## config.mk

```make
export PLATFORM = sky130hd
export DESIGN_NAME = nskp_seed_unit
export DESIGN_NICKNAME = d
export VERILOG_FILES = /design/src/nskp_pkg.sv /design/src/nskp_seed_unit.sv
export SDC_FILE = /design/constraint.sdc
export NUM_CORES = 1
export LEC_CHECK = 0
export ABC_AREA = 1
export BUFFER_PORTS_ARGS = -buffer_cell sky130_fd_sc_hd__buf_2
export CAP_MARGIN = 25
export CORE_ASPECT_RATIO = 0.7
export CORE_MARGIN = 4
export CORE_UTILIZATION = 38
export CTS_CLUSTER_DIAMETER = 30
export DETAILED_ROUTE_END_ITERATION = 16
export GPL_TIMING_DRIVEN = 0
export HOLD_SLACK_MARGIN = 0.02
export PLACE_DENSITY = 0.66
export SYNTH_ARGS = -nofsm -noshare
export SYNTH_HDL_FRONTEND = slang
export SYNTH_SLANG_ARGS = --single-unit
```

## constraint.sdc

```tcl
create_clock -name clk -period 5.52 [get_ports clk]
set_clock_uncertainty 0.05 [all_clocks]
set_input_delay 1.104 -clock clk [delete_from_list [all_inputs] [get_ports clk]]
set_output_delay 1.104 -clock clk [all_outputs]
set_load 0.005 [all_outputs]
```

## src/nskp_pkg.sv

```systemverilog
// Shared types, constants and functions of the nonce seed key pair filter.
// No dependencies; imported by the interfaces, the top level, the seed unit and the testbench.
package nskp_pkg;

  localparam int STORE_DEPTH_DEFAULT = 8192;

  localparam int KEY_W    = 48;
  localparam int SLOT_W   = 13;
  localparam int SEED_W   = 16;
  localparam int CMD_W    = 2;
  localparam int STATUS_W = 2;
  localparam int CFG_IDX_W  = 2;
  localparam int CFG_DATA_W = 16;

  localparam int INIT_STEPS  = 14;
  localparam int ROUND_STEPS = 8;
  localparam int ROUNDS      = 6;

  localparam logic [CMD_W-1:0] CMD_LOAD  = 2'd0;
  localparam logic [CMD_W-1:0] CMD_PROBE = 2'd1;
  localparam logic [CMD_W-1:0] CMD_READ  = 2'd2;
  localparam logic [CMD_W-1:0] CMD_CLEAR = 2'd3;

  localparam logic [STATUS_W-1:0] STATUS_OK    = 2'd0;
  localparam logic [STATUS_W-1:0] STATUS_FULL  = 2'd1;
  localparam logic [STATUS_W-1:0] STATUS_RANGE = 2'd2;

  localparam logic [CFG_IDX_W-1:0] REG_FIRST_NONCE  = 2'd0;
  localparam logic [CFG_IDX_W-1:0] REG_SECOND_NONCE = 2'd1;

  localparam logic [3:0] SUB_A [16] = '{4'd0, 4'd8, 4'd9, 4'd4, 4'd6, 4'd11, 4'd1, 4'd15,
                                        4'd12, 4'd5, 4'd2, 4'd13, 4'd10, 4'd14, 4'd3, 4'd7};
  localparam logic [3:0] SUB_B [16] = '{4'd0, 4'd13, 4'd1, 4'd14, 4'd4, 4'd10, 4'd15, 4'd7,
                                        4'd5, 4'd3, 4'd8, 4'd6, 4'd9, 4'd2, 4'd12, 4'd11};

  // One backward step of the byte-swapped LFSR; zero steps to 0x0200.
  function automatic logic [SEED_W-1:0] step_back(input logic [SEED_W-1:0] n);
    logic [SEED_W-1:0] y;
    logic [SEED_W-1:0] x;
    logic              fb;
    y  = {n[7:0], n[15:8]};
    fb = y[15] ^ y[1] ^ y[2] ^ y[4];
    x  = {y[14:0], fb};
    if (n == '0) begin
      return 16'h0200;
    end
    return {x[7:0], x[15:8]};
  endfunction

  // Nibble-substituted key byte; odd rounds swap the two tables.
  function automatic logic [7:0] mix_byte(input logic odd, input logic [7:0] v);
    logic [7:0] r;
    if (odd) begin
      r = {SUB_A[v[7:4]], SUB_B[v[3:0]]};
    end else begin
      r = {SUB_B[v[7:4]], SUB_A[v[3:0]]};
    end
    return r;
  endfunction

endpackage

```

## src/nskp_seed_unit.sv

```systemverilog
// Iterative seed derivation: one LFSR step or one key-byte mix per cycle.
// Depends on nskp_pkg (step_back, mix_byte, step counts).
module nskp_seed_unit (
  input  logic                          clk,
  input  logic                          rst,
  input  logic                          start,
  input  logic [nskp_pkg::SEED_W-1:0]   high,
  input  logic [nskp_pkg::KEY_W-1:0]    key,
  output logic                          done,
  output logic [nskp_pkg::SEED_W-1:0]   seed
);
  import nskp_pkg::*;

  localparam logic [1:0] P_IDLE = 2'd0;
  localparam logic [1:0] P_STEP = 2'd1;
  localparam logic [1:0] P_MIX  = 2'd2;

  logic [1:0]       phase;
  logic [3:0]       step_cnt;
  logic [2:0]       round;
  logic [KEY_W-1:0] key_sr;

  always_ff @(posedge clk) begin
    if (rst) begin
      phase <= P_IDLE;
      done  <= 1'b0;
    end else begin
      done <= 1'b0;
      unique case (phase)
        P_IDLE: begin
          if (start) begin
            seed     <= high;
            key_sr   <= key;
            step_cnt <= 4'(INIT_STEPS - 1);
            round    <= '0;
            phase    <= P_STEP;
          end
        end
        P_STEP: begin
          seed <= step_back(seed);
          if (step_cnt == '0) begin
            if (round == 3'(ROUNDS)) begin
              done  <= 1'b1;
              phase <= P_IDLE;
            end else begin
              phase <= P_MIX;
            end
          end else begin
            step_cnt <= step_cnt - 4'd1;
          end
        end
        P_MIX: begin
          // mix the lowest remaining key byte, then shift the next one down
          seed     <= seed ^ {8'h00, mix_byte(round[0], key_sr[7:0])};
          key_sr   <= key_sr >> 8;
          step_cnt <= 4'(ROUND_STEPS - 1);
          round    <= round + 3'd1;
          phase    <= P_STEP;
        end
        default: begin
          phase <= P_IDLE;
        end
      endcase
    end
  end

endmodule

```

==> results by group, run 1 <==
Run status
  – Outcome: finished, final reports clean

Synthesis
  – Post-Syn Area: 4177 um^2
  – Post-synthesis simple-gate area fraction: 0.3005
  – Synth warnings: 0
  – Netlist cell types: 29
  – Synthesized area per cell: 8.420 um^2
  – Post-Synth XOR/XNOR Area: 0.01049
  – Mux cell area share after synthesis: 0
  – Post-Synth Adder-Cell Area: 0.05093
  – FF+latch count, synth: 74
  – Register area share after synthesis: 0.5249
  – Largest family of logic cells by synthesized area: simple AND/OR/NAND/NOR gates
  – Syn_nets: 580
  – Synth Area in Compound Gates: 0.04584
  – Cells after Synth: 496

Setup path
  – R2r setup slk: 3.34 ns
  – Critical Path AT: between 2 and 2.5 ns
  – Setup CP Type: primary input to flop
  – Origin of the critical flop-to-flop path: phase[0]
  – CP Launch Type: primary input
  – Worst endpoint required time: 5.51 ns
  – CP max FO: 9
  – Crit. End Element: flop
  – Worst Setup SP: rst

Timing
  – Fin. Hold Viols: 0
  – Hold slack: 0.4651 ns
  – RSZ-0062 raised after global routing: no
  – TNS Setup: 0 ns
  – Final Slew Violations: 0
  – Worst-Margin Slew: a little over 0.8 ns
  – Max Fclk: 417.3 MHz
  – Min Tclk post-route: roughly 2.4 ns
  – Period utilization: 0.4341
  – Setup violations, final: 0
  – Relative slew margins: 0.4522

CTS
  – Hold buffer count at CTS: 0
  – Clock latency at the later pin of the worst-skew pair: approximately 0.34 ns
  – Clk slew on worst S/H paths: 0.06 ns
  – CTS root buf: clkbuf_16
  – TritonCTS Buffers: 9
  – CTS tree: yes
  – CTS resizes: 0
  – Clock Sinks: between 70 and 80
  – Clk buf depth: 2
  – Post-CTS setup repair buffer count: 0
  – H-tree levels: 3

GRT
  – Largest net degree at the start of global routing: 31
  – Vias in the first global route: 3,461
  – Total grt overflow: 0
  – Antenna violations before repair: 1
  – GR Util All Layers: 0.1560
  – Grt peak-use layer: met2
  – Met3 usage: 0.05120
  – First-pass GRT wire length: 15,770 um
  – Grt met1 use: 0.1968
  – M2 GR Usage: 0.2525

Power
  – Switching Share: 0.2793
  – Psw: ~0.00042 W
  – Overall Power: 0.001511 W
  – LEAKAGE: 2.394 nW
  – Power density cells: 297.2 nW/um^2
  – Combinational share of power: 0.174
  – VDD IR max: 0.0001901 V
  – Power share of the sequential group: 0.472
  – Int Power: 0.001089 W
  – Clk pwr share: 0.354

Drt
  – Final WL: 9338 um
  – First-pass DRT Iterations: 5
  – Wirelength per Cell: 12.53 um
  – DRC: 0
  – Vias: 3,518
  – Vias per Instance: 4.722
  – 1st-iter DRT viols: 182
  – Final ANT Viol Nets: 0

Floorplan
  – IO Pins: 84
  – Die ar.: 12,760 um^2
  – Die W: 133.3 um
  – CORE AREA: 10,550 um^2
  – Site Rows: 31
  – Starting Density: 0.3959
  – Die Ht: 95.72 um

Job
  – Max-cap violations: 0

Finish
  – Diodes inserted: 0
  – Most frequent cells in the layout: nand2_1, buf_2, edfxtp_1, nand3_1, inv_1
  – Fillcell total: 1,065
  – Design area: ~5000 um^2
  – Area growth, synth to finish: 21.72%
  – Share of cells above drive strength 1: 0.2211
  – Final core occ: 0.4819
  – Total Nets Final: 676
  – Most common cell after layout, fill and taps aside: nand2_1

Placement
  – RD Place Congestion: just under 0.9
  – Post-DP HPWL: a little over 7000 um
  – Port-buffer cells: 83
  – DP Area: 4812 um^2

Min path
  – Hold Path Origin: key_sr[11]
  – Hold WC Path Type: flop to flop
Yosys cell counts, drive strengths merged:
master | count | area share
a21oi | 17 | 0.022
buf | 13 | 0.019
clkbuf | 7 | 0.0063
clkinv | 1 | 0.00090
dfxtp | 3 | 0.014
edfxtp | 71 | 0.51
ha | 17 | 0.051
inv | 45 | 0.042
nand2 | 208 | 0.19
nand3 | 61 | 0.078
nand4 | 1 | 0.0015
nor2 | 24 | 0.022
nor3 | 3 | 0.0036
nor4 | 2 | 0.0030
o211ai | 3 | 0.0054
o21ai | 10 | 0.012
o21bai | 1 | 0.0027
o31ai | 2 | 0.0036
or2 | 2 | 0.0036
xnor2 | 3 | 0.0063
xor2 | 2 | 0.0042
layer usage:
| layer | vias up | wire (um) |
|---|---|---|
| met2 | 73 | 4221 |
| met1 | 1612 | 4406 |
| met4 | 2 | 148 |
| met3 | 17 | 548 |
| met5 | - | 13 |
| li1 | 1814 | - |
stage by stage:
step	cells	setup slack, ns
CTS	745	3.154
detailed placement	729	2.794
floorplan	496	1.582
global placement	727	0.5942
global route	745	2.991
finish	745	3.124
area by class of cell:
cell class / instances / area, um^2 / area share
Clock buffer: 10 / 229.0 / 0.04504
Inverter: 46 / 177.7 / 0.03495
Tap cell: 148 / 185.2 / 0.03643
Buffer: 20 / 103.9 / 0.02043
Multi-Input combinational cell: 356 / 1710 / 0.3365
Timing Repair Buffer: 85 / 442.9 / 0.08713
Clock inverter: 6 / 42.54 / 0.008368
Sequential cell: 74 / 2192 / 0.4312
final timing paths:
| kind | end | cells past startpoint |
|---|---|---|
| max | step_cnt[1] | 6 |
| min | key_sr[3] | 2 |
| max reg2reg | step_cnt[1] | 7 |
| min reg2reg | key_sr[3] | 2 |
worst max-delay path, cell delays in order:
cell	delay [ns]
buf_2	0.11
inv_1	0.10
nand2_1	0.14
nor2_1	0.65
nand2_1	0.11
inv_1	0.18
logic make-up (layout without fill, tap and decap cells):
family                     after synthesis  after routing
AOI/OAI and AO/OA                       33             33
xor gates and xnor gates                 5              5
adders and majority gates               17             17
buffers and inverters                   66            167
DFF                                     74             74
and+or+nand+nor                        301            301
flip-flops by register name, summed over array words and instances, names as in the netlist:
signal	count
done	1
key_sr	48
phase	2
round	3
seed	16
step_cnt	4
power groups by stage:
stage	combinational (W)	sequential, W	clock, W
after floorplan	0.000174	0.000721	0
after global placement	0.000249	0.000727	0
after detailed placement	0.000263	0.000724	0
after CTS	0.000265	0.000713	0.000548
after global routing	0.000304	0.000718	0.000570
final	0.000263	0.000713	0.000535
Power figures use the tool's default switching activity.
==> run 2, diff against run 1 <==
- clock period: 5.52 -> 2.4 ns (I/O delays scaled with it)
==> run 2 against run 1 <==
Non-clock buffer count did not move. Largest cell class unchanged. Critical endpoint is now seed[12]. Core utilization rose by 0.70 points. Critical path depth fell by 1. Cell count did not move. Sequential share of layout area fell by 0.62 points. Routed wire length rose by 1.4%.
==> results by group, run 2 (synthesis results as in run 1) <==
Run status
  – Outcome: finished, final reports clean

Drt
  – Final WL: 9468 um (+1.4%)
  – Final ANT Viol Nets: 0 (unchanged)
  – 1st-iter DRT viols: 198 (+8.8%)
  – DRC: 0 (unchanged)
  – Vias: 3,500 (-0.51%)
  – Wirelength per Cell: 12.71 um (+1.4%)
  – First-pass DRT Iterations: 4 (-1)
  – Vias per Instance: 4.698 (-0.51%)

Setup path
  – R2r setup slk: 0.32 ns (-3.02 ns)
  – Worst endpoint required time: 2.39 ns (-3.12 ns)
  – Critical Path AT: 2.07 ns (-0.32 ns)
  – CP max FO: 10 (+1)
  – Crit. End Element: flop
  – CP Launch Type: flop
  – Worst Reg-to-Reg Cells: 5 (-2)
  – Setup CP Type: flop to flop
  – Worst reg2reg path endpoint: seed[12]
  – Origin of the critical flop-to-flop path: phase[0]

Placement
  – Post-DP HPWL: 7161 um (+1.1%)
  – Port-buffer cells: 83 (unchanged)
  – RD Place Congestion: 0.8909 (+1.3%)
  – Pre-CTS setup slack: 0.2521 ns (-2.542 ns)

Min path
  – Min-Delay Path Depth: 2 (unchanged)
  – Hold EP: done
  – Hold Path Origin: rst
  – Hold WC Path Type: primary input to flop

Floorplan
  – Die ar.: 12,760 um^2 (unchanged)
  – IO Pins: 84 (unchanged)
  – CORE AREA: 10,550 um^2 (unchanged)
  – Die Ht: 95.72 um (unchanged)
  – Site Rows: 31 (unchanged)
  – Die W: 133.3 um (unchanged)
  – Starting Density: 0.3959 (unchanged)

Timing
  – Min Tclk post-route: 2.081 ns
  – RSZ-0062 raised after global routing: no
  – Worst-Margin Slew: 0.5738 ns (-0.2450 ns)
  – Fin. Hold Viols: 0 (unchanged)
  – Relative slew margins: 0.6175 (+0.1653)
  – Final Slew Violations: 0 (unchanged)
  – Setup violations, final: 0 (unchanged)
  – Period utilization: 0.8669
  – Max Fclk: a little under 500 MHz
  – Final worst slack: 0.3194 ns (-2.804 ns)

Finish
  – Total Nets Final: 676 (unchanged)
  – Share of cells above drive strength 1: 0.2245 (+0.003350)
  – Max FFs per register: 48 (unchanged)
  – Diodes inserted: 0 (unchanged)
  – Area growth, synth to finish: 23.49%
  – Most common cell after layout, fill and taps aside: nand2_1
  – Largest Register: key_sr
  – Largest regs: key_sr: 48 flops, seed: 16 flops, step_cnt: 4 flops
  – Final core occ: 0.4889 (+0.006997)
  – Most frequent cells in the layout: nand2_1, buf_2, edfxtp_1, nand3_1, inv_1

CTS
  – TritonCTS Buffers: 9 (unchanged)
  – CTS tree: yes
  – Clk slew on worst S/H paths: 0.06 ns (about the same)
  – Clk buf depth: 2 (unchanged)
  – Clock Sinks: 74 (unchanged)
  – Clock latency at the later pin of the worst-skew pair: 0.33 ns (about the same)
  – H-tree levels: 3 (unchanged)
  – CTS root buf: clkbuf_16

Power
  – Overall Power: 0.003786 W (+150%)
  – Power density cells: 734.0 nW/um^2 (+150%)
  – VDD IR max: 0.0004251 V (+120%)
  – LEAKAGE: 2.434 nW (+1.7%)

GRT
  – First-pass GRT wire length: 15,510 um (-1.6%)
  – Antenna violations before repair: 1 (unchanged)
  – GR Util All Layers: 0.1525 (-0.003483)
  – Total grt overflow: 0 (unchanged)
  – Vias in the first global route: 3,465 (+0.12%)
  – Largest net degree at the start of global routing: 37 (+19%)

Job
  – Max-cap violations: 0 (unchanged)
run 2: changes by cell type in the layout (fill, tap and decap cells not counted), sizes merged:
cell and delta:
clkinvlp -2, clkinv -1, bufinv +3
run 2: area by class of cell:
class | count | area [um^2]
repair buffers | 85 | 442.9
clock inverters | 6 | 113.9
flip-flops and latches | 74 | 2192
plain buffers | 20 | 103.9
inverters | 46 | 177.7
multi-input cells | 356 | 1713
fillers | 1042 | 5393
well taps | 148 | 185.2
clock buffers | 10 | 229.0
run 2: how the worst max path moves through the flow:
stage | startpoint | endpoint | slack [ns] | depth (start not counted)
finish | phase[0] | seed[12] | 0.32 | 5
global route | phase[0] | seed[12] | 0.13 | 5
CTS | phase[0] | step_cnt[3] | 0.17 | 7
detailed placement | phase[0] | step_cnt[0] | 0.25 | 7
global placement | phase[0] | seed[14] | -0.06 | 4
floorplan | phase[0] | key_sr[0] | 0.37 | 5
run 2: timing repair:
action	CTS	global route
setup endpoints to repair	0	4
buffers inserted	0	0
hold buffers	0	0
resized for setup	0	1
run 2: power breakdown:
group          total, W  internal (W)  leakage [nW]  switching, W
logic          0.000609      0.000234          1.58      0.000375
registers       0.00164       0.00157         0.692     0.0000670
clock network   0.00154       0.00102         0.159      0.000519
run 2: layer usage:
layer / wire [um] / track usage / vias to the layer above
met5: 7 / 0 / -
met4: 111 / 0.05223 / 2
met3: 593 / 0.04441 / 12
met2: 4447 / 0.2551 / 92
met1: 4308 / 0.1921 / 1578
li1: - / - / 1816
run 2: per-stage QoR:
step | cells | TNS (ns) | hold slack (ns) | area, um^2
after global placement | 727 | -0.4848 | 0.4483 | 4785
after CTS | 745 | 0 | 0.2760 | 5155
after detailed placement | 729 | 0 | 0.4522 | 4812
after floorplan | 496 | 0 | 0.4405 | 4184
after global routing | 745 | 0 | 0.2812 | 5157
final | 745 | 0 | 0.2899 | 5157
run 2: critical path, stage by stage, from the launching register on:
cell	delay (ns)
dfxtp_1	0.37
inv_1	0.10
ha_1	0.26
clkbuf_1	0.30
nor3_1	0.47
buf_4	0.25
==> run 3, diff against run 2 <==
- CORE_UTILIZATION: 38 -> 40
- PLACE_DENSITY: 0.66 -> 0.68
==> run 3 against run 2 <==
Critical path depth increased by 2. Critical path type unchanged. Cell area decreased by 2.0%. Core utilization increased by 1.9 points. Hold slack got worse by 0.0033 ns. Non-clock buffer count unchanged. Register-to-register slack got worse by 0.12 ns. Maximum frequency decreased by 5.3%. Combinational power about the same. Via count increased by 0.17%. Total power decreased by 8.2%. Worst setup slack got worse by 0.12 ns.
==> results by group, run 3 (synthesis results as in run 1) <==
Floorplan
  – Die W: 130.1 um (-2.4%)
  – Site Rows: 30 (-3.2%)
  – Die ar.: 12,170 um^2 (-4.7%)
  – Die Ht: 93.49 um (-2.3%)
  – Starting Density: 0.4199 (+0.02400)
  – CORE AREA: 9947 um^2 (-5.7%)
  – IO Pins: 84 (unchanged)

Finish
  – Max FFs per register: 48 (unchanged)
  – Fillcell total: 923 (-11%)
  – Most common cell after layout, fill and taps aside: nand2_1
  – Area growth, synth to finish: 21.03%
  – Most frequent cells in the layout: nand2_1, buf_2, edfxtp_1, nand3_1, inv_1
  – Post-Layout Cell Count: 725 (-2.7%)
  – Share of cells above drive strength 1: 0.2211 (-0.003350)
  – Total Nets Final: 676 (unchanged)
  – Diodes inserted: 0 (unchanged)
  – Largest Register: key_sr
  – Largest regs: key_sr: 48 flops, seed: 16 flops, step_cnt: 4 flops

Timing
  – Hold slack: 0.2866 ns (-0.003309 ns)
  – Fin. Hold Viols: 0 (unchanged)
  – Setup violations, final: 0 (unchanged)
  – Final worst slack: 0.2020 ns (-0.1174 ns)
  – Max Fclk: 455.0 MHz (-5.3%)
  – Final Slew Violations: 0 (unchanged)
  – Period utilization: 0.9158 (+0.04891)
  – Relative slew margins: 0.4628 (-0.1546)
  – Min Tclk post-route: 2.198 ns (+0.1174 ns)
  – Worst-Margin Slew: 0.8028 ns (+0.2290 ns)
  – RSZ-0062 raised after global routing: no

Power
  – Power density cells: 687.8 nW/um^2 (-6.3%)
  – LEAKAGE: 2.401 nW (-1.3%)
  – VDD IR max: 0.0003391 V (-20%)

Drt
  – Vias per Instance: 4.836 (+2.9%)
  – Final WL: 9313 um (-1.6%)
  – Wirelength per Cell: 12.85 um (+1.1%)
  – 1st-iter DRT viols: 211 (+6.6%)
  – DRC: 0 (unchanged)
  – Final ANT Viol Nets: 0 (unchanged)
  – First-pass DRT Iterations: 7 (+3)
  – Vias: 3,506 (+0.17%)

Placement
  – Port-buffer cells: 83 (unchanged)
  – Placed instance count: 709 (-2.7%)
  – Pre-CTS setup slack: 0.2238 ns (-0.02832 ns)
  – RD Place Congestion: 0.8901 (about the same)
  – Post-DP HPWL: 7092 um (-0.96%)

CTS
  – CTS resizes: 0 (unchanged)
  – Clock latency at the later pin of the worst-skew pair: 0.34 ns (about the same)
  – CTS tree: yes
  – TritonCTS Buffers: 9 (unchanged)
  – Clock Sinks: 74 (unchanged)
  – Post-CTS setup repair buffer count: 0 (unchanged)
  – Clk buf depth: 2 (unchanged)
  – Clk slew on worst S/H paths: 0.06 ns (about the same)
  – Hold buffer count at CTS: 0 (unchanged)
  – H-tree levels: 3 (unchanged)
  – CTS root buf: clkbuf_16

GRT
  – Total grt overflow: 0 (unchanged)
  – Vias in the first global route: 3,298 (-4.8%)
  – First-pass GRT wire length: 15,300 um (-1.3%)
  – Antenna violations before repair: 0 (-1)
  – GR Util All Layers: 0.1587 (+0.006194)
  – Largest net degree at the start of global routing: 32 (-14%)

Setup path
  – CP Launch Type: flop
  – Worst endpoint required time: 2.39 ns (about the same)
  – Critical Path AT: 2.19 ns (+0.12 ns)
  – Setup CP Type: flop to flop
  – R2r setup slk: 0.20 ns (-0.12 ns)
  – CP max FO: 9 (-1)
  – Crit. End Element: flop

Job
  – Max-cap violations: 0 (unchanged)

Run status
  – Outcome: finished, final reports clean

Min path
  – Hold WC Path Type: primary input to flop
## run 3: cell count changes in the layout (fill, tap and decap cells not counted)
| cell | before | now |
|---|---|---|
| buf_2 | 94 | 95 |
| buf_4 | 1 | 0 |
| bufinv_16 | 3 | 0 |
| clkinv_1 | 1 | 2 |
| clkinv_2 | 0 | 1 |
| inv_6 | 1 | 2 |
| nor2_1 | 22 | 23 |
| nor2_2 | 1 | 0 |
## run 3: final timing paths
check | endpoint | cells after the start | from
hold / removal | done | 2 | rst
hold reg to reg | key_sr[28] | 2 | key_sr[36]
setup reg to reg | step_cnt[3] | 7 | phase[0]
setup / recovery | step_cnt[3] | 7 | phase[0]
## run 3: final cells by class
class / instances / area (um^2) / area share
Buffer: 20 / 103.9 / 0.02054
Tap cell: 128 / 160.2 / 0.03168
Clock buffer: 10 / 229.0 / 0.04530
Timing Repair Buffer: 85 / 440.4 / 0.08713
Multi-Input combinational cell: 356 / 1710 / 0.3384
Inverter: 46 / 177.7 / 0.03515
Sequential cell: 74 / 2192 / 0.4337
Clock inverter: 6 / 41.29 / 0.008168
## run 3: metal layers
layer,up-vias,part of all wire,global-route usage
met4,0,0.014,0.04412
li1,1812,-,-
met5,-,0,0
met1,1585,0.46,0.2098
met3,12,0.072,0.05936
met2,97,0.46,0.2440
## run 3: per-stage QoR
| stage | setup TNS, ns | instance area, um^2 | util | total power (W) |
|---|---|---|---|---|
| after floorplan | 0 | 4184 | - | 0.002058 |
| after global placement | -0.1455 | 4760 | 0.4785 | 0.002238 |
| after detailed placement | 0 | 4785 | 0.4810 | 0.002271 |
| after CTS | 0 | 5055 | 0.5082 | 0.003508 |
| after global routing | 0 | 5055 | 0.5082 | 0.003665 |
| final | 0 | 5055 | 0.5082 | 0.003477 |
## run 3: power breakdown
part | internal (W) | switching, W | total (W)
clock | 0.000701 | 0.000530 | 0.00123
combinational | 0.000233 | 0.000375 | 0.000608
sequential | 0.00157 | 0.0000653 | 0.00164
total | 0.00251 | 0.000970 | 0.00348
## run 3: worst max-delay path, stage by stage (launching register included)
cell	delay [ns]
dfxtp_1	0.36
inv_1	0.09
ha_1	0.23
nand2_1	0.11
nand2_1	0.13
nor2_1	0.64
nand2_1	0.10
inv_1	0.18
